--- config.mk ---
export PLATFORM = sky130hd
export DESIGN_NAME = byte_stream_tokenizer
export DESIGN_NICKNAME = d
export VERILOG_FILES = /design/src/bst_pkg.sv /design/src/byte_stream_tokenizer.sv
export SDC_FILE = /design/constraint.sdc
export NUM_CORES = 1
export LEC_CHECK = 0
export BUFFER_PORTS_ARGS = -buffer_cell sky130_fd_sc_hd__buf_4
export CAP_MARGIN = 10
export CORE_MARGIN = 2
export CORE_UTILIZATION = 35
export CTS_CLUSTER_DIAMETER = 40
export CTS_CLUSTER_SIZE = 25
export DETAILED_ROUTE_END_ITERATION = 10
export PLACE_DENSITY = 0.47
export SYNTH_ARGS = -nofsm -noshare
export SYNTH_HDL_FRONTEND = slang
export SYNTH_SLANG_ARGS = --single-unit
export TNS_END_PERCENT = 1
--- constraint.sdc ---
create_clock -name clk -period 3.95 [get_ports clk]
set_input_delay 0.1975 -clock clk [delete_from_list [all_inputs] [get_ports clk]]
set_output_delay 0.1975 -clock clk [all_outputs]
set_load 0.02 [all_outputs]
--- src/bst_pkg.sv ---
// Package for the byte stream tokenizer: token kind codes, character classes,
// keyword tables and the result queue entry type. No dependencies.
`default_nettype none

package bst_pkg;

  localparam int OFFSET_BITS = 16;
  localparam int LEN_BITS = 16;
  localparam logic [LEN_BITS-1:0] LEN_MAX = '1;

  localparam int QUEUE_DEPTH = 4;
  localparam int QPTR_BITS = $clog2(QUEUE_DEPTH);
  localparam int QCNT_BITS = $clog2(QUEUE_DEPTH + 1);

  localparam logic [3:0] KIND_LPAREN = 4'd0;
  localparam logic [3:0] KIND_RPAREN = 4'd1;
  localparam logic [3:0] KIND_LBRACE = 4'd2;
  localparam logic [3:0] KIND_RBRACE = 4'd3;
  localparam logic [3:0] KIND_SEMI = 4'd4;
  localparam logic [3:0] KIND_KEYWORD = 4'd5;
  localparam logic [3:0] KIND_IDENT = 4'd6;
  localparam logic [3:0] KIND_NUMBER = 4'd7;
  localparam logic [3:0] KIND_UNKNOWN = 4'd8;
  localparam logic [3:0] KIND_NONE = 4'd15;

  localparam logic [7:0] BYTE_END = 8'h00;
  localparam logic [7:0] BYTE_TAB = 8'h09;
  localparam logic [7:0] BYTE_NL = 8'h0a;
  localparam logic [7:0] BYTE_SPACE = 8'h20;
  localparam logic [7:0] LETTER_SPAN = 8'd25;

  localparam int KW_COUNT = 3;
  localparam logic [7:0] KW_TEXT [KW_COUNT][6] = '{
    '{"i", "n", "t", 8'h00, 8'h00, 8'h00},
    '{"v", "o", "i", "d", 8'h00, 8'h00},
    '{"r", "e", "t", "u", "r", "n"}
  };
  localparam logic [LEN_BITS-1:0] KW_LEN [KW_COUNT] = '{16'd3, 16'd4, 16'd6};

  typedef struct packed {
    logic [3:0] kind;
    logic [15:0] start;
    logic [15:0] length;
    logic last;
  } token_t;

  function automatic logic is_letter(input logic [7:0] b);
    logic [7:0] lo;
    logic [7:0] up;
    lo = b - 8'("a");
    up = b - 8'("A");
    return (lo <= LETTER_SPAN) || (up <= LETTER_SPAN) || (b == 8'("_"));
  endfunction

  function automatic logic is_word_byte(input logic [7:0] b);
    logic [7:0] dg;
    dg = b - 8'("0");
    return is_letter(b) || (dg <= 8'd9);
  endfunction

  function automatic logic [3:0] single_kind(input logic [7:0] b);
    logic [3:0] k;
    unique case (b)
      8'("("): k = KIND_LPAREN;
      8'(")"): k = KIND_RPAREN;
      8'("{"): k = KIND_LBRACE;
      8'("}"): k = KIND_RBRACE;
      8'("["): k = KIND_LBRACE;
      8'("]"): k = KIND_RBRACE;
      8'(";"): k = KIND_SEMI;
      default: k = KIND_NONE;
    endcase
    return k;
  endfunction

  function automatic logic [KW_COUNT-1:0] match_update(input logic [KW_COUNT-1:0] bits,
                                                       input logic [LEN_BITS-1:0] pos,
                                                       input logic [7:0] b);
    logic [KW_COUNT-1:0] r;
    r = bits;
    for (int k = 0; k < KW_COUNT; k++) begin
      if (pos >= KW_LEN[k]) begin
        r[k] = 1'b0;
      end else if (KW_TEXT[k][pos[2:0]] != b) begin
        r[k] = 1'b0;
      end
    end
    return r;
  endfunction

endpackage

`default_nettype wire

--- src/byte_stream_tokenizer.sv ---
// Byte stream tokenizer: classifies one text byte per beat and queues up to two
// token results per byte in a small result queue. Depends on bst_pkg.
// A result is written to the result queue when its byte is accepted and is offered once it reaches the head.
// Throughput: one byte per cycle while results drain; in_ready drops when the
// four-entry result queue has fewer than two free slots.
// Reset (synchronous, rst high) clears the pending word, offset and queue.
`default_nettype none

module byte_stream_tokenizer (
  input  wire logic        clk,
  input  wire logic        rst,
  input  wire logic        in_valid,
  output logic             in_ready,
  input  wire logic [7:0]  text_byte,
  output logic             out_valid,
  input  wire logic        out_ready,
  output logic [3:0]       token_kind,
  output logic [15:0]      token_start,
  output logic [15:0]      token_length,
  output logic             last_of_run
);
  import bst_pkg::*;

  logic                   in_word, in_word_next;
  logic                   word_starts_letter, word_starts_letter_next;
  logic [15:0]            word_start, word_start_next;
  logic [LEN_BITS-1:0]    word_length, word_length_next;
  logic [KW_COUNT-1:0]    keyword_still_matching, keyword_still_matching_next;
  logic [OFFSET_BITS-1:0] byte_offset, byte_offset_next;

  token_t                 queue [QUEUE_DEPTH];
  logic [QPTR_BITS-1:0]   wr_ptr, rd_ptr;
  logic [QCNT_BITS-1:0]   count;

  token_t                 res0, res1;
  logic [1:0]             n_res;
  logic                   in_fire, out_fire;
  logic [15:0]            offset16;
  logic [3:0]             sk;
  logic [3:0]             wkind;

  assign in_ready = (count <= QCNT_BITS'(QUEUE_DEPTH - 2));
  assign in_fire = in_valid && in_ready;
  assign out_valid = (count != '0);
  assign out_fire = out_valid && out_ready;
  assign offset16 = 16'(byte_offset);
  assign sk = single_kind(text_byte);

  always_comb begin
    wkind = word_starts_letter ? KIND_IDENT : KIND_NUMBER;
    for (int k = 0; k < KW_COUNT; k++) begin
      if (keyword_still_matching[k] && (word_length == KW_LEN[k])) begin
        wkind = KIND_KEYWORD;
      end
    end
  end

  always_comb begin
    in_word_next = in_word;
    word_starts_letter_next = word_starts_letter;
    word_start_next = word_start;
    word_length_next = word_length;
    keyword_still_matching_next = keyword_still_matching;
    byte_offset_next = byte_offset;
    n_res = 2'd0;
    res0 = '{kind: wkind, start: word_start, length: word_length, last: 1'b0};
    res1 = '{kind: KIND_UNKNOWN, start: offset16, length: 16'd1, last: 1'b0};

    if (in_word && is_word_byte(text_byte)) begin
      keyword_still_matching_next = match_update(keyword_still_matching, word_length,
                                                 text_byte);
      if (word_length < LEN_MAX) begin
        word_length_next = word_length + 1'b1;
      end
    end else begin
      if (in_word) begin
        n_res = 2'd1;
        in_word_next = 1'b0;
        word_starts_letter_next = 1'b0;
        word_start_next = '0;
        word_length_next = '0;
        keyword_still_matching_next = '1;
      end
      priority if (text_byte == BYTE_END) begin
      end else if (text_byte == BYTE_SPACE || text_byte == BYTE_TAB ||
                   text_byte == BYTE_NL) begin
      end else if (sk != KIND_NONE) begin
        if (in_word) begin
          res1.kind = sk;
          n_res = 2'd2;
        end else begin
          res0 = '{kind: sk, start: offset16, length: 16'd1, last: 1'b0};
          n_res = 2'd1;
        end
      end else if (is_word_byte(text_byte)) begin
        in_word_next = 1'b1;
        word_starts_letter_next = is_letter(text_byte);
        word_start_next = offset16;
        word_length_next = 16'd1;
        keyword_still_matching_next = match_update('1, '0, text_byte);
      end else begin
        if (in_word) begin
          n_res = 2'd2;
        end else begin
          res0 = res1;
          n_res = 2'd1;
        end
      end
    end

    if (n_res == 2'd1) begin
      res0.last = 1'b1;
    end else begin
      res1.last = 1'b1;
    end

    if (text_byte == BYTE_END) begin
      byte_offset_next = '0;
    end else if (byte_offset != '1) begin
      byte_offset_next = byte_offset + 1'b1;
    end
  end

  always_ff @(posedge clk) begin
    if (rst) begin
      in_word <= 1'b0;
      word_starts_letter <= 1'b0;
      word_start <= '0;
      word_length <= '0;
      keyword_still_matching <= '1;
      byte_offset <= '0;
    end else if (in_fire) begin
      in_word <= in_word_next;
      word_starts_letter <= word_starts_letter_next;
      word_start <= word_start_next;
      word_length <= word_length_next;
      keyword_still_matching <= keyword_still_matching_next;
      byte_offset <= byte_offset_next;
    end
  end

  always_ff @(posedge clk) begin
    if (in_fire && n_res != 2'd0) begin
      queue[wr_ptr] <= res0;
      if (n_res == 2'd2) begin
        queue[wr_ptr + 1'b1] <= res1;
      end
    end
  end

  always_ff @(posedge clk) begin
    if (rst) begin
      wr_ptr <= '0;
      rd_ptr <= '0;
      count <= '0;
    end else begin
      if (in_fire) begin
        wr_ptr <= wr_ptr + QPTR_BITS'(n_res);
      end
      if (out_fire) begin
        rd_ptr <= rd_ptr + 1'b1;
      end
      count <= count + QCNT_BITS'(in_fire ? n_res : 2'd0) - QCNT_BITS'(out_fire);
    end
  end

  assign token_kind = queue[rd_ptr].kind;
  assign token_start = queue[rd_ptr].start;
  assign token_length = queue[rd_ptr].length;
  assign last_of_run = queue[rd_ptr].last;

  a_queue_bound: assert property (@(posedge clk) disable iff (rst)
    count <= QCNT_BITS'(QUEUE_DEPTH))
    else $error("result queue overflow");

  a_end_clears: assert property (@(posedge clk) disable iff (rst)
    (in_fire && text_byte == BYTE_END) |=> (byte_offset == '0 && !in_word))
    else $error("end of text did not clear state");

  a_word_len: assert property (@(posedge clk) disable iff (rst)
    in_word |-> (word_length != '0))
    else $error("pending word with zero length");

  a_drain: assert property (@(posedge clk) disable iff (rst)
    (out_fire && count == QCNT_BITS'(1) && !in_fire) |=> !out_valid)
    else $error("queue not empty after last result taken");

endmodule

`default_nettype wire

Yosys cells after proc, flatten, opt, wreduce, memory -nomap -nowiden --
Memories as Yosys holds them, arrays and structs flattened. A register that Yosys moved wholly into a read port is not among the register bits. Index checks and enable logic that the tools add are counted.
Storage, ports and cells: register bits 60, RAM bits 148, memory bits (read-only) 192, output and inout port bits 39, word-level logic and storage cells 166, memories kept 4
Memory list:
- queue | words 4, width 37, rd ports 1, clocked after Yosys merged registers in 1, wr ports 2, line byte_stream_tokenizer.sv:31 | token_t queue [QUEUE_DEPTH];
- (no name shown) | words 8, width 8, rd ports 1, clocked after Yosys merged registers in 0, wr ports 0, line bst_pkg.sv:84 | end else if (KW_TEXT[k][pos[2:0]] != b) begin
- (no name shown) | words 8, width 8, rd ports 1, clocked after Yosys merged registers in 0, wr ports 0, line bst_pkg.sv:84
- (no name shown) | words 8, width 8, rd ports 1, clocked after Yosys merged registers in 0, wr ports 0, line bst_pkg.sv:84
Operators by class: $add $sub $neg 10, order comparisons 9, eq/ne operators 28, muxes and demuxes 78, bitwise gates (word level) 2, reductions and logical operators 24
Operators with widths (count):
- $mux 37 | 7
- $mux 16 | 14
- $mux 8 | 6
- $eq 8x7->1 const B | 5
- $add 16x1->16 const B | 2
- $eq 16x3->1 const B | 2
- $eq 8x6->1 const B | 4
- $ge 16x3->1 const B | 2
- $mux 4 | 7
- $mux 1 | 27
- $ne 7x8->1 const A | 3
- $ne 8x8->1 | 3
- $mux 2 | 10
- $pmux 4 s5 | 1
- $mux 3 | 6
- $eq 16x2->1 const B | 1
- $eq 8x4->1 const B | 2
- $ge 16x2->1 const B | 1
- $le 8x5->1 const B | 2
- $lt 16x16->1 const B | 1
- $ne 16x16->1 const B | 1
- $sub 8x7->8 const B | 2
- $reduce_and 2->1 | 6
- $ne 3x1->1 const B | 3
- 20 further kinds | 33

Longest topological paths before layout --
Gate-level depths: netlist (run 1).
depth after elaboration 14, depth in mapped cells 18

Worst setup path before layout (run 1) --
Ideal clock, no wire load.
kind input to register, start point input port text_byte[1], end point memory queue[3][0] (netlist bit), enable pin, library setup time 0.378 ns, arrival time 3.035 ns, data required time 3.572 ns, setup slack 0.538 ns, stages 13, buffers on the path 4, path through buf_2 > buf_2 > nand4b_1 > nand4b_1 > a22oi_2 > inv_2 > ha_1 > and3b_1 > clkbuf_1 > nand3_1 > a211o_2 > buf_2 > nand2_1
RTL lines:
- start: declaration | line byte_stream_tokenizer.sv:14 | input wire logic [7:0] text_byte,
- end: declaration | line byte_stream_tokenizer.sv:31

Worst setup path in the final report (run 1) --
start point input port text_byte[1], end point register count[2]
Between the ends: longest elaborated chain between the ends 13, elaborated cells between the ends (all ways) 36, classes of those cells add/sub (5); order compare (3); eq/ne (12); mux (7); reduce/logical (9)
Ends and longest elaborated chain:
- $sub 8x7->8 (on tied branches) | line bst_pkg.sv:50, bst_pkg.sv:51
- $le 8x5->1 | line bst_pkg.sv:52 | return (lo <= LETTER_SPAN) || (up <= LETTER_SPAN) || (b == 8'("_"));
- $logic_or 1x1->1 (2 in series) | line bst_pkg.sv:52
- $logic_or 1x1->1 | line bst_pkg.sv:58 | return is_letter(b) || (dg <= 8'd9);
- $mux 2 | line byte_stream_tokenizer.sv:95 | end else if (is_word_byte(text_byte)) begin
- $mux 2 | line byte_stream_tokenizer.sv:87 | end else if (sk != KIND_NONE) begin
- $mux 2 | line byte_stream_tokenizer.sv:85 | end else if (text_byte == BYTE_SPACE || text_byte == BYTE_TAB ||
- $mux 2 | line byte_stream_tokenizer.sv:84 | priority if (text_byte == BYTE_END) begin
- $mux 2 (*) | line byte_stream_tokenizer.sv:69 | if (in_word && is_word_byte(text_byte)) begin
- $mux 2 (*) | line byte_stream_tokenizer.sv:163 | count <= count + QCNT_BITS'(in_fire ? n_res : 2'd0) - QCNT_BITS'(out_fire);
- $add 3x2->3 (*) | line byte_stream_tokenizer.sv:163
- $sub 3x1->3 (*) | line byte_stream_tokenizer.sv:163
- end signal: assignment | line byte_stream_tokenizer.sv:163
- end: declaration | line byte_stream_tokenizer.sv:33 | logic [QCNT_BITS-1:0] count;
Mark *: on every way between the ends. The rest lies on a longest branch, timed or not. A chain may end at the register's enable or synchronous reset.

==> results of run 1 <==
critical path, stage by stage:
cell,delay [ns]
sky130_fd_sc_hd__buf_4,0.21
sky130_fd_sc_hd__a21oi_1,0.09
sky130_fd_sc_hd__nand4b_1,0.26
sky130_fd_sc_hd__a22oi_2,0.34
sky130_fd_sc_hd__inv_2,0.16
sky130_fd_sc_hd__ha_1,0.25
sky130_fd_sc_hd__nand3b_1,0.22
sky130_fd_sc_hd__a21oi_2,0.41
sky130_fd_sc_hd__nand2_1,0.15
sky130_fd_sc_hd__ha_1,0.33
sky130_fd_sc_hd__fa_1,0.43
sky130_fd_sc_hd__xnor2_1,0.19
sky130_fd_sc_hd__xnor2_1,0.14
sky130_fd_sc_hd__nor2_1,0.05
power breakdown:
group | total, mW | internal (mW) | switching (mW) | leakage, nW
logic | 1.43 | 0.602 | 0.825 | 1.99
registers | 2.56 | 2.39 | 0.169 | 1.89
clock network | 3.46 | 2.28 | 1.19 | 0.669
total | 7.45 | 5.27 | 2.18 | 4.55
final timing paths:
| path | to | cells past startpoint | from |
|---|---|---|---|
| max reg2reg | queue[2][28]$_DFFE_PP_ | 6 | in_word$_SDFFE_PP0P_ |
| min reg2reg | queue[3][11]$_SDFFE_PP0N_ | 2 | queue[3][11]$_SDFFE_PP0N_ |
| max | count[2]$_SDFF_PP0_ | 14 | text_byte[1] |
| min | count[1]$_SDFF_PP0_ | 2 | rst |
Yosys cell counts, drive strengths merged, types with 17 or more instances:
master  instances  area share, %
xor2           19            1.6
buf            47            2.5
nand2         112            3.9
a21oi          82            3.9
mux4           37            7.8
dfxtp         126             24
edfxtp         84             24
a22o           59            4.8
o22ai          17           0.99
clkbuf         50            1.8
nand3          89            4.2
a22oi          21            1.6
o21ai          19            1.1
nor2           71            2.7
final cells by class:
type	count	area [um^2]
clock inverters	20	269
well taps	396	495
flip-flops and latches	210	5050
multi-input cells	712	5170
clock buffers	50	1110
repair buffers	89	681
inverters	13	48.8
fillers	2926	17500
through the flow:
step / cells / area, um^2 / hold WS, ns
after floorplan: 1032 / 10700 / 0.433
after global placement: 1419 / 11400 / 0.438
after detailed placement: 1419 / 11400 / 0.444
after CTS: 1489 / 12800 / 0.156
after global routing: 1490 / 12800 / 0.180
final: 1490 / 12800 / 0.166
cell families after synthesis:
group / count (synthesis) / share of synthesized area, %
adders and majority gates: 17 / 2.05
xor gates and xnor gates: 27 / 2.21
AOI/OAI and AO/OA: 281 / 19.9
DFF: 210 / 47.1
buffers and inverters: 110 / 4.74
and+or+nand+nor: 347 / 16.0
muxes: 40 / 8.07
per-layer routing:
layer  track usage [%]  wire length [um]
met4              4.74               573
met2              30.8             14200
met5                 0                 0
met1              29.5             15400
met3              3.22              1450
flip-flops by register name (all words and copies together) (netlist names), named ones only:
name	count
word_length	16
byte_offset	16
word_starts_letter	1
queue	148
count	3
word_start	16
wr_ptr	2
in_word	1
rd_ptr	2
keyword_still_matching	3
==> reports/metrics.cfg, run 1 <==
[outcome]
status = finished, final reports clean

[job]
timing.max_cap.violations = 0

[die]
die_h_um = 179
boundary_pins = 51
start_util_pct = 35.3
die_area_mm2 = 0.0320
std_cell_rows = 64
die-width_um = 179
placeableCoreArea_mm2 = 0.0303

[global_route]
pin_count_of_the_biggest_net_entering_global_routing = 47
grt_pass1_wl_um = 49200
grt_antenna_before_repair = 0
number_of_global_route_vias_before_repair = 8108
global_route.usage.total_pct = 20.1
grt.overflow.total = 0

[place]
placement.setup.worst_slack_ns = 0.350
gp_congestion = 0.794
numPortBuffers = 50
dp_hpwl_um = 20300

[timing]
finalSetupViolCount = 0
rsz_0062_raised_after_global_routing = no
worst-slew-pin-transition_ns = 0.988
timing.final.hold_violations = 0
slew_violations = 0
setup_tns_ns = 0
min_setup_slack_post_route_ns = 0.877
minimum_clock_period_ns = 3.07
max_freq_mhz = 325
final_min_period_over_clock_period_pct = 77.8
slew-limit-headroom_pct = 34.2
max_clock_skew_ns = 0.0231

[synth]
postSynthCellCount = 1032
synthesis.area_mm2 = 0.0107
most_used_flip_flop_cell_after_synthesis = sky130_fd_sc_hd__dfxtp_1
synth_area_per_cell_um2 = 10.4
count_of_flip_flops_with_a_built_in_enable_after_synthesis = 84
synth_seq_area_share_pct = 47.1
proportion_of_synthesized_flip_flops_having_asynchronous_set_or_reset_pct = 0
synth.ff_latch_count = 210
synth_nets = 1061
synth.distinct_cells = 87
synth_warnings = 0

[cts]
post_cts_buffers = 0
cts.root.buffer_cell = sky130_fd_sc_hd__clkbuf_16
clk_path_buf_depth = 3
post_cts.resized_instances = 0
cts.htree.levels = 2
path_clk_slew_ns = 0.05
cts-buffers-inserted = 38
worst_skew_pair.late_latency_ns = 0.52
cts_hold_buf = 0
cts_tree = yes
clock_sink_count = 210

[final_layout]
fin_util_pct = 42.2
synthToLayoutAreaGrowth_pct = 19.6
antenna_cells = 0
drive_above_1_share_pct = 21.6
layout_commonest_cell = sky130_fd_sc_hd__dfxtp_1
nets = 1093
leading_cell_types_in_the_layout_fill_and_taps_excluded = 124 x sky130_fd_sc_hd__dfxtp_1, 110 x sky130_fd_sc_hd__nand2_1, 89 x sky130_fd_sc_hd__nand3_1, 88 x sky130_fd_sc_hd__buf_4, 84 x sky130_fd_sc_hd__edfxtp_1

[power]
p_total_mw = 7.45
max-vdd-ir-drop_uv = 330
leakagePower_nw = 4.55
power_per_cell_area_mw_per_mm2 = 581

[setup_path]
critical_path.startpoint_type = primary input
timing.critical_path.to_type = register
setup.worst_path.class = in -> reg
timing.critical_path.fanout_max = 15
critPathRequiredTime_ns = 4.32
worst_ep_arrival_time_ns = 3.45
reg2reg_slack_ns = 0.89

[drt]
drt_first_pass_iters = 5
vias_per_cell = 5.62
drt_wl_total_um = 31700
vias = 8370
drc = 0
drtAntennaViolNets = 0
routed_len_inst_um = 21.3
drc_marker_count_from_the_first_detailed_route_iteration = 676

[hold_path]
min_delay_worst_type = in -> reg

Note: power is estimated with default switching activity, not from simulation.
==> inputs of run 2 (changes only) <==
==> constraint.sdc (replaced) <==
create_clock -name clk -period 3 [get_ports clk]
set_input_delay 0.15 -clock clk [delete_from_list [all_inputs] [get_ports clk]]
set_output_delay 0.15 -clock clk [all_outputs]
set_load 0.02 [all_outputs]
==> reports/metrics.cfg, run 2 (same netlist as run 1, synthesis figures left out) <==
[place]
gp_congestion = 0.794
dp_hpwl_um = 20900
numPortBuffers = 50
place.detailed.instances = 1466
placed_cell_area_mm2 = 0.0119

[cts]
worst_skew_pair.late_latency_ns = 0.51
post_cts.resized_instances = 0
clock_sink_count = 210
clk_path_buf_depth = 3
cts_hold_buf = 0
path_clk_slew_ns = 0.05
cts.htree.levels = 2
post_cts_buffers = 0
cts_tree = yes
cts.root.buffer_cell = sky130_fd_sc_hd__clkbuf_16
cts-buffers-inserted = 36

[final_layout]
stdcell_count = 1531
fillerInstances = 2931
layout_commonest_cell = sky130_fd_sc_hd__buf_4
drive_above_1_share_pct = 25.1
synthToLayoutAreaGrowth_pct = 22.4
largest_register = queue
multi_input_comb_area_mm2 = 0.00522
seq_area_mm2 = 0.00505
nets = 1137
leading_cell_types_in_the_layout_fill_and_taps_excluded = 128 x sky130_fd_sc_hd__buf_4, 124 x sky130_fd_sc_hd__dfxtp_1, 105 x sky130_fd_sc_hd__nand2_1, 89 x sky130_fd_sc_hd__nand3_1, 84 x sky130_fd_sc_hd__edfxtp_1
antenna_cells = 0
finish.instance_area_mm2 = 0.0131
largest_reg_flops = 148

[timing]
slew-limit-headroom_pct = 34.3
rsz_0062_raised_after_global_routing = no
max_freq_mhz = 374
worst-slew-pin-transition_ns = 0.986
max_clock_skew_ns = 0.0230
final_min_period_over_clock_period_pct = 89.1
minimum_clock_period_ns = 2.67
setup_tns_ns = 0
slew_violations = 0
finalSetupViolCount = 0
timing.final.hold_violations = 0

[die]
die_h_um = 179
die_area_mm2 = 0.0320
start_util_pct = 35.3
placeableCoreArea_mm2 = 0.0303
std_cell_rows = 64
boundary_pins = 51
die-width_um = 179

[drt]
drc_marker_count_from_the_first_detailed_route_iteration = 755
drc = 0
vias_per_cell = 5.63
vias = 8617
drtAntennaViolNets = 0
routed_len_inst_um = 20.9
drt_wl_total_um = 32000
drt_first_pass_iters = 5

[power]
leakagePower_nw = 4.70
max-vdd-ir-drop_uv = 417
power_per_cell_area_mw_per_mm2 = 719
p_total_mw = 9.43

[setup_path]
critical_path.startpoint_type = register
reg2reg_slack_ns = 0.33
critPathRequiredTime_ns = 3.37
worst_ep_arrival_time_ns = 3.04
number_of_buffer_and_inverter_instances_along_the_worst_setup_path = 3
max_stage_delay_ns = 0.33
timing.critical_path.cells = inv_1, ha_1, o211ai_1, o21ai_1, nand2b_1, ha_1, inv_1, ha_1, inv_1, fa_2, xnor2_1, xnor2_1, nor2_1
reg2regPathDepth = 13
slowest_stage = sky130_fd_sc_hd__fa_2
timing.critical_path.to_type = register
timing.critical_path.fanout_max = 7
setup.worst_path.class = reg -> reg
largest_delay_contributor_family_on_the_critical_path = adder cells
r2r_end = count[2]$_SDFF_PP0_
reg2reg_from = in_word$_SDFFE_PP0P_

[global_route]
global_route.usage.total_pct = 20.4
grt.overflow.total = 0
grt_antenna_before_repair = 0
number_of_global_route_vias_before_repair = 8384
met3_routing_resource_usage_after_global_routing_pct = 2.88
gr-max-usage-layer = met2
met2_track_utilization_from_global_routing_pct = 31.3
grt_pass1_wl_um = 50100
pin_count_of_the_biggest_net_entering_global_routing = 58
gr_met1_demand_resource_pct = 30.6

[outcome]
status = finished, final reports clean

[job]
timing.max_cap.violations = 0

[hold_path]
holdPathStages = 2
min-delay-start = rst
min_delay_worst_type = in -> reg

## run 2: cell count changes in the layout (fill, tap and decap cells not counted), moves of 2 or more
cell and delta:
sky130_fd_sc_hd__buf_4 +40, sky130_fd_sc_hd__buf_12 +6, sky130_fd_sc_hd__nand2_1 -5, sky130_fd_sc_hd__nand2_2 +5
sky130_fd_sc_hd__clkbuf_16 -3, sky130_fd_sc_hd__clkbuf_8 -3, sky130_fd_sc_hd__clkinvlp_4 +3, sky130_fd_sc_hd__bufinv_16 -2
sky130_fd_sc_hd__clkinv_8 -2, sky130_fd_sc_hd__ha_1 -2, sky130_fd_sc_hd__ha_4 +2
## run 2: worst max-delay path by stage
stage | endpoint | startpoint | depth (start not counted)
2_1_floorplan | count[2]$_SDFF_PP0_ | text_byte[1] | 18
3_3_place_gp | count[2]$_SDFF_PP0_ | text_byte[2] | 16
3_5_place_dp | queue[1][24]$_DFFE_PP_ | text_byte[2] | 13
4_1_cts | count[2]$_SDFF_PP0_ | in_word$_SDFFE_PP0P_ | 13
5_1_grt | count[2]$_SDFF_PP0_ | in_word$_SDFFE_PP0P_ | 13
6_report | count[2]$_SDFF_PP0_ | in_word$_SDFFE_PP0P_ | 13
## run 2: layout make-up
type	instances	share of cell area, %
flip-flops and latches	210	38.5
multi-input cells	712	39.8
repair buffers	135	8.40
clock inverters	21	1.59
clock buffers	44	7.57
well taps	396	3.78
inverters	13	0.372
## run 2: routing by layer
metal | share of wire (%) | routed length [um]
met5 | 0 | 0
met4 | 1.3 | 423
met3 | 4.8 | 1540
met2 | 45 | 14300
met1 | 49 | 15700
## run 2: stage by stage
stage	hold WS [ns]	worst slack, ns	utilization [%]
2_1_floorplan	0.433	0.0188	-
3_3_place_gp	0.441	0.0209	39.3
3_5_place_dp	0.446	-0.0265	39.3
4_1_cts	0.121	0.321	43.2
5_1_grt	0.142	0.125	43.2
6_report	0.123	0.326	43.2
## run 2: worst register-to-register path: stages (launching register included)
cell                       delay [ns]
sky130_fd_sc_hd__dfxtp_1         0.30
sky130_fd_sc_hd__inv_1           0.20
sky130_fd_sc_hd__ha_1            0.32
sky130_fd_sc_hd__o211ai_1        0.19
sky130_fd_sc_hd__o21ai_1         0.12
sky130_fd_sc_hd__nand2b_1        0.19
sky130_fd_sc_hd__ha_1            0.28
sky130_fd_sc_hd__inv_1           0.05
sky130_fd_sc_hd__ha_1            0.13
sky130_fd_sc_hd__inv_1           0.05
sky130_fd_sc_hd__fa_2            0.33
sky130_fd_sc_hd__xnor2_1         0.20
sky130_fd_sc_hd__xnor2_1         0.14
sky130_fd_sc_hd__nor2_1          0.05
## run 2: report_power, final
group | switching, mW | internal [mW] | leakage, nW | total (mW)
Clock | 1.49 | 2.57 | 0.575 | 4.06
Combinational | 1.23 | 0.891 | 2.23 | 2.12
Sequential | 0.102 | 3.15 | 1.89 | 3.25
==> inputs of run 3 (changes only) <==
==> constraint.sdc (replaced) <==
create_clock -name clk -period 3 [get_ports clk]
set_input_delay 0.9 -clock clk [delete_from_list [all_inputs] [get_ports clk]]
set_output_delay 0.9 -clock clk [all_outputs]
set_load 0.02 [all_outputs]
==> reports/metrics.cfg, run 3 (same netlist as run 1, synthesis figures left out) <==
[timing]
worst-slew-pin-transition_ns = 0.666
timing.final.hold_violations = 0
rsz_0062_raised_after_global_routing = yes
max_freq_mhz = 320
min_setup_slack_post_route_ns = -0.122
final_min_period_over_clock_period_pct = 104
minimum_clock_period_ns = 3.12
slew_violations = 0
max_clock_skew_ns = 0.0154
hold_ws_ns = 0.451
slew-limit-headroom_pct = 55.3
finalSetupViolCount = 11

[hold_path]
whs_endpoint = queue[2][2]$_SDFFE_PP0N_
min_delay_worst_type = reg -> reg
holdPathStages = 2
min-delay-start = queue[2][2]$_SDFFE_PP0N_

[power]
power_per_cell_area_mw_per_mm2 = 712
leakagePower_nw = 5.17
proportion_of_power_drawn_by_the_clock_network_pct = 42.5
switchingPower_mw = 2.99
internal_power_mw = 7.12
comb_pwr_share_pct = 25.0
p_total_mw = 10.1
netSwitchingFraction_pct = 29.6
max-vdd-ir-drop_uv = 420
seq_power_share_pct = 32.5

[final_layout]
nets = 1200
antenna_cells = 0
multi_input_comb_area_mm2 = 0.00543
largest_reg_flops = 148
fillerInstances = 2832
synthToLayoutAreaGrowth_pct = 32.6
leading_cell_types_in_the_layout_fill_and_taps_excluded = 152 x sky130_fd_sc_hd__buf_4, 124 x sky130_fd_sc_hd__dfxtp_1, 103 x sky130_fd_sc_hd__nand2_1, 88 x sky130_fd_sc_hd__nand3_1, 84 x sky130_fd_sc_hd__edfxtp_1
drive_above_1_share_pct = 31.8
seq_area_mm2 = 0.00505
layout_commonest_cell = sky130_fd_sc_hd__buf_4
largest_register = queue

[setup_path]
timing.critical_path.to_type = register
timing.critical_path.mode_cell = sky130_fd_sc_hd__ha_4
critical_path.startpoint_type = primary input
number_of_buffer_and_inverter_instances_along_the_worst_setup_path = 5
timing.critical_path.cells = buf_8, nor3_4, a21boi_4, a22oi_2, buf_4, inv_4, ha_4, and3b_2, nand2b_4, ha_4, inv_2, ha_4, inv_2, fa_2, xnor2_2, xnor2_1, nor2_1
cp_num_cells = 17
max_stage_delay_ns = 0.39
setup.worst_path.class = in -> reg
largest_delay_contributor_family_on_the_critical_path = adder cells
reg2regPathDepth = 13
slowest_stage = sky130_fd_sc_hd__fa_2
reg2reg_slack_ns = 0.57
critPathRequiredTime_ns = 3.37
r2r_end = count[2]$_SDFF_PP0_
reg2reg_from = in_word$_SDFFE_PP0P_
timing.critical_path.fanout_max = 5
worst_ep_arrival_time_ns = 3.50

[outcome]
status = complete, but fails checks
violations_in_the_final_reports = setup timing

[drt]
vias = 8776
drtAntennaViolNets = 0
drt_wl_total_um = 32900
vias_per_cell = 5.50
drc_marker_count_from_the_first_detailed_route_iteration = 721
drc = 0
drt_first_pass_iters = 5
routed_len_inst_um = 20.6

[cts]
cts_tree = yes
cts.root.buffer_cell = sky130_fd_sc_hd__clkbuf_16
cts.htree.levels = 2
clock_sink_count = 210
cts_hold_buf = 0
clk_path_buf_depth = 3
path_clk_slew_ns = 0.05
cts-buffers-inserted = 38
worst_skew_pair.late_latency_ns = 0.51

[die]
start_util_pct = 35.3
die_area_mm2 = 0.0320
boundary_pins = 51
std_cell_rows = 64
die-width_um = 179
placeableCoreArea_mm2 = 0.0303
die_h_um = 179

[global_route]
grt_pass1_wl_um = 51300
grt.overflow.total = 0
number_of_global_route_vias_before_repair = 8669
global_route.usage.total_pct = 20.9
pin_count_of_the_biggest_net_entering_global_routing = 47
grt_antenna_before_repair = 0

[job]
timing.max_cap.violations = 0

[place]
dp_hpwl_um = 21700
gp_congestion = 0.781
numPortBuffers = 50

==> run 3: worst register-to-register path, cell delays in order, from the launching register on <==
cell and delay [ns]:
sky130_fd_sc_hd__dfxtp_1 0.33, sky130_fd_sc_hd__inv_1 0.09, sky130_fd_sc_hd__ha_4 0.25, sky130_fd_sc_hd__o211ai_1 0.15, sky130_fd_sc_hd__o21ai_1 0.13, sky130_fd_sc_hd__nand2b_4 0.17
sky130_fd_sc_hd__ha_4 0.21, sky130_fd_sc_hd__inv_2 0.06, sky130_fd_sc_hd__ha_4 0.12, sky130_fd_sc_hd__inv_2 0.04, sky130_fd_sc_hd__fa_2 0.39, sky130_fd_sc_hd__xnor2_2 0.15
sky130_fd_sc_hd__xnor2_1 0.16, sky130_fd_sc_hd__nor2_1 0.05
==> run 3: layout make-up <==
class | instances | share of cell area [%]
tap | 396 | 3.49
clock buffer | 44 | 7.28
clock inverter | 25 | 1.86
multi-input combinational | 712 | 38.2
sequential | 210 | 35.5
inverter | 13 | 0.361
timing repair buffer | 196 | 13.3
==> run 3: how the worst max path moves through the flow <==
stage	endpoint	slack (ns)	start
3_5_place_dp	count[2]$_SDFF_PP0_	-0.70	text_byte[1]
6_report	count[2]$_SDFF_PP0_	-0.12	text_byte[1]
4_1_cts	count[2]$_SDFF_PP0_	-0.09	text_byte[1]
3_3_place_gp	count[2]$_SDFF_PP0_	-0.65	text_byte[7]
2_1_floorplan	count[2]$_SDFF_PP0_	-0.69	text_byte[1]
5_1_grt	count[2]$_SDFF_PP0_	-0.28	text_byte[1]
==> run 3: per-layer routing <==
| metal | vias to the layer above | global-route usage (%) | part of all wire (%) |
|---|---|---|---|
| li1 | 4212 | - | - |
| met1 | 4313 | 30.4 | 48 |
| met2 | 211 | 32.9 | 46 |
| met3 | 40 | 2.76 | 4.4 |
| met4 | 0 | 4.84 | 1.6 |
| met5 | - | 0 | 0 |
==> run 3: power groups by stage <==
stage / clock (mW) / combinational, mW / sequential (mW)
2_1_floorplan: 0 / 1.42 / 3.26
3_3_place_gp: 0 / 2.40 / 3.34
3_5_place_dp: 0 / 2.41 / 3.34
4_1_cts: 4.37 / 2.44 / 3.29
5_1_grt: 4.51 / 2.71 / 3.31
6_report: 4.30 / 2.53 / 3.29
==> run 3: timing repair <==
action,CTS,global route
setup buffers,5,7
setup endpoints to repair,89,109
resized for setup,6,50
pin swaps,20,26
==> run 3: through the flow <==
stage / setup slack (ns) / setup TNS (ns) / instances / instance area (um^2) / util [%]
2_1_floorplan: -0.686 / -112.47 / 1032 / 10900 / -
3_3_place_gp: -0.645 / -102.85 / 1515 / 12500 / 41.3
3_5_place_dp: -0.704 / -116.72 / 1515 / 12500 / 41.3
4_1_cts: -0.0863 / -0.623 / 1589 / 13900 / 45.9
5_1_grt: -0.282 / -9.83 / 1596 / 14200 / 46.8
6_report: -0.122 / -0.209 / 1596 / 14200 / 46.8
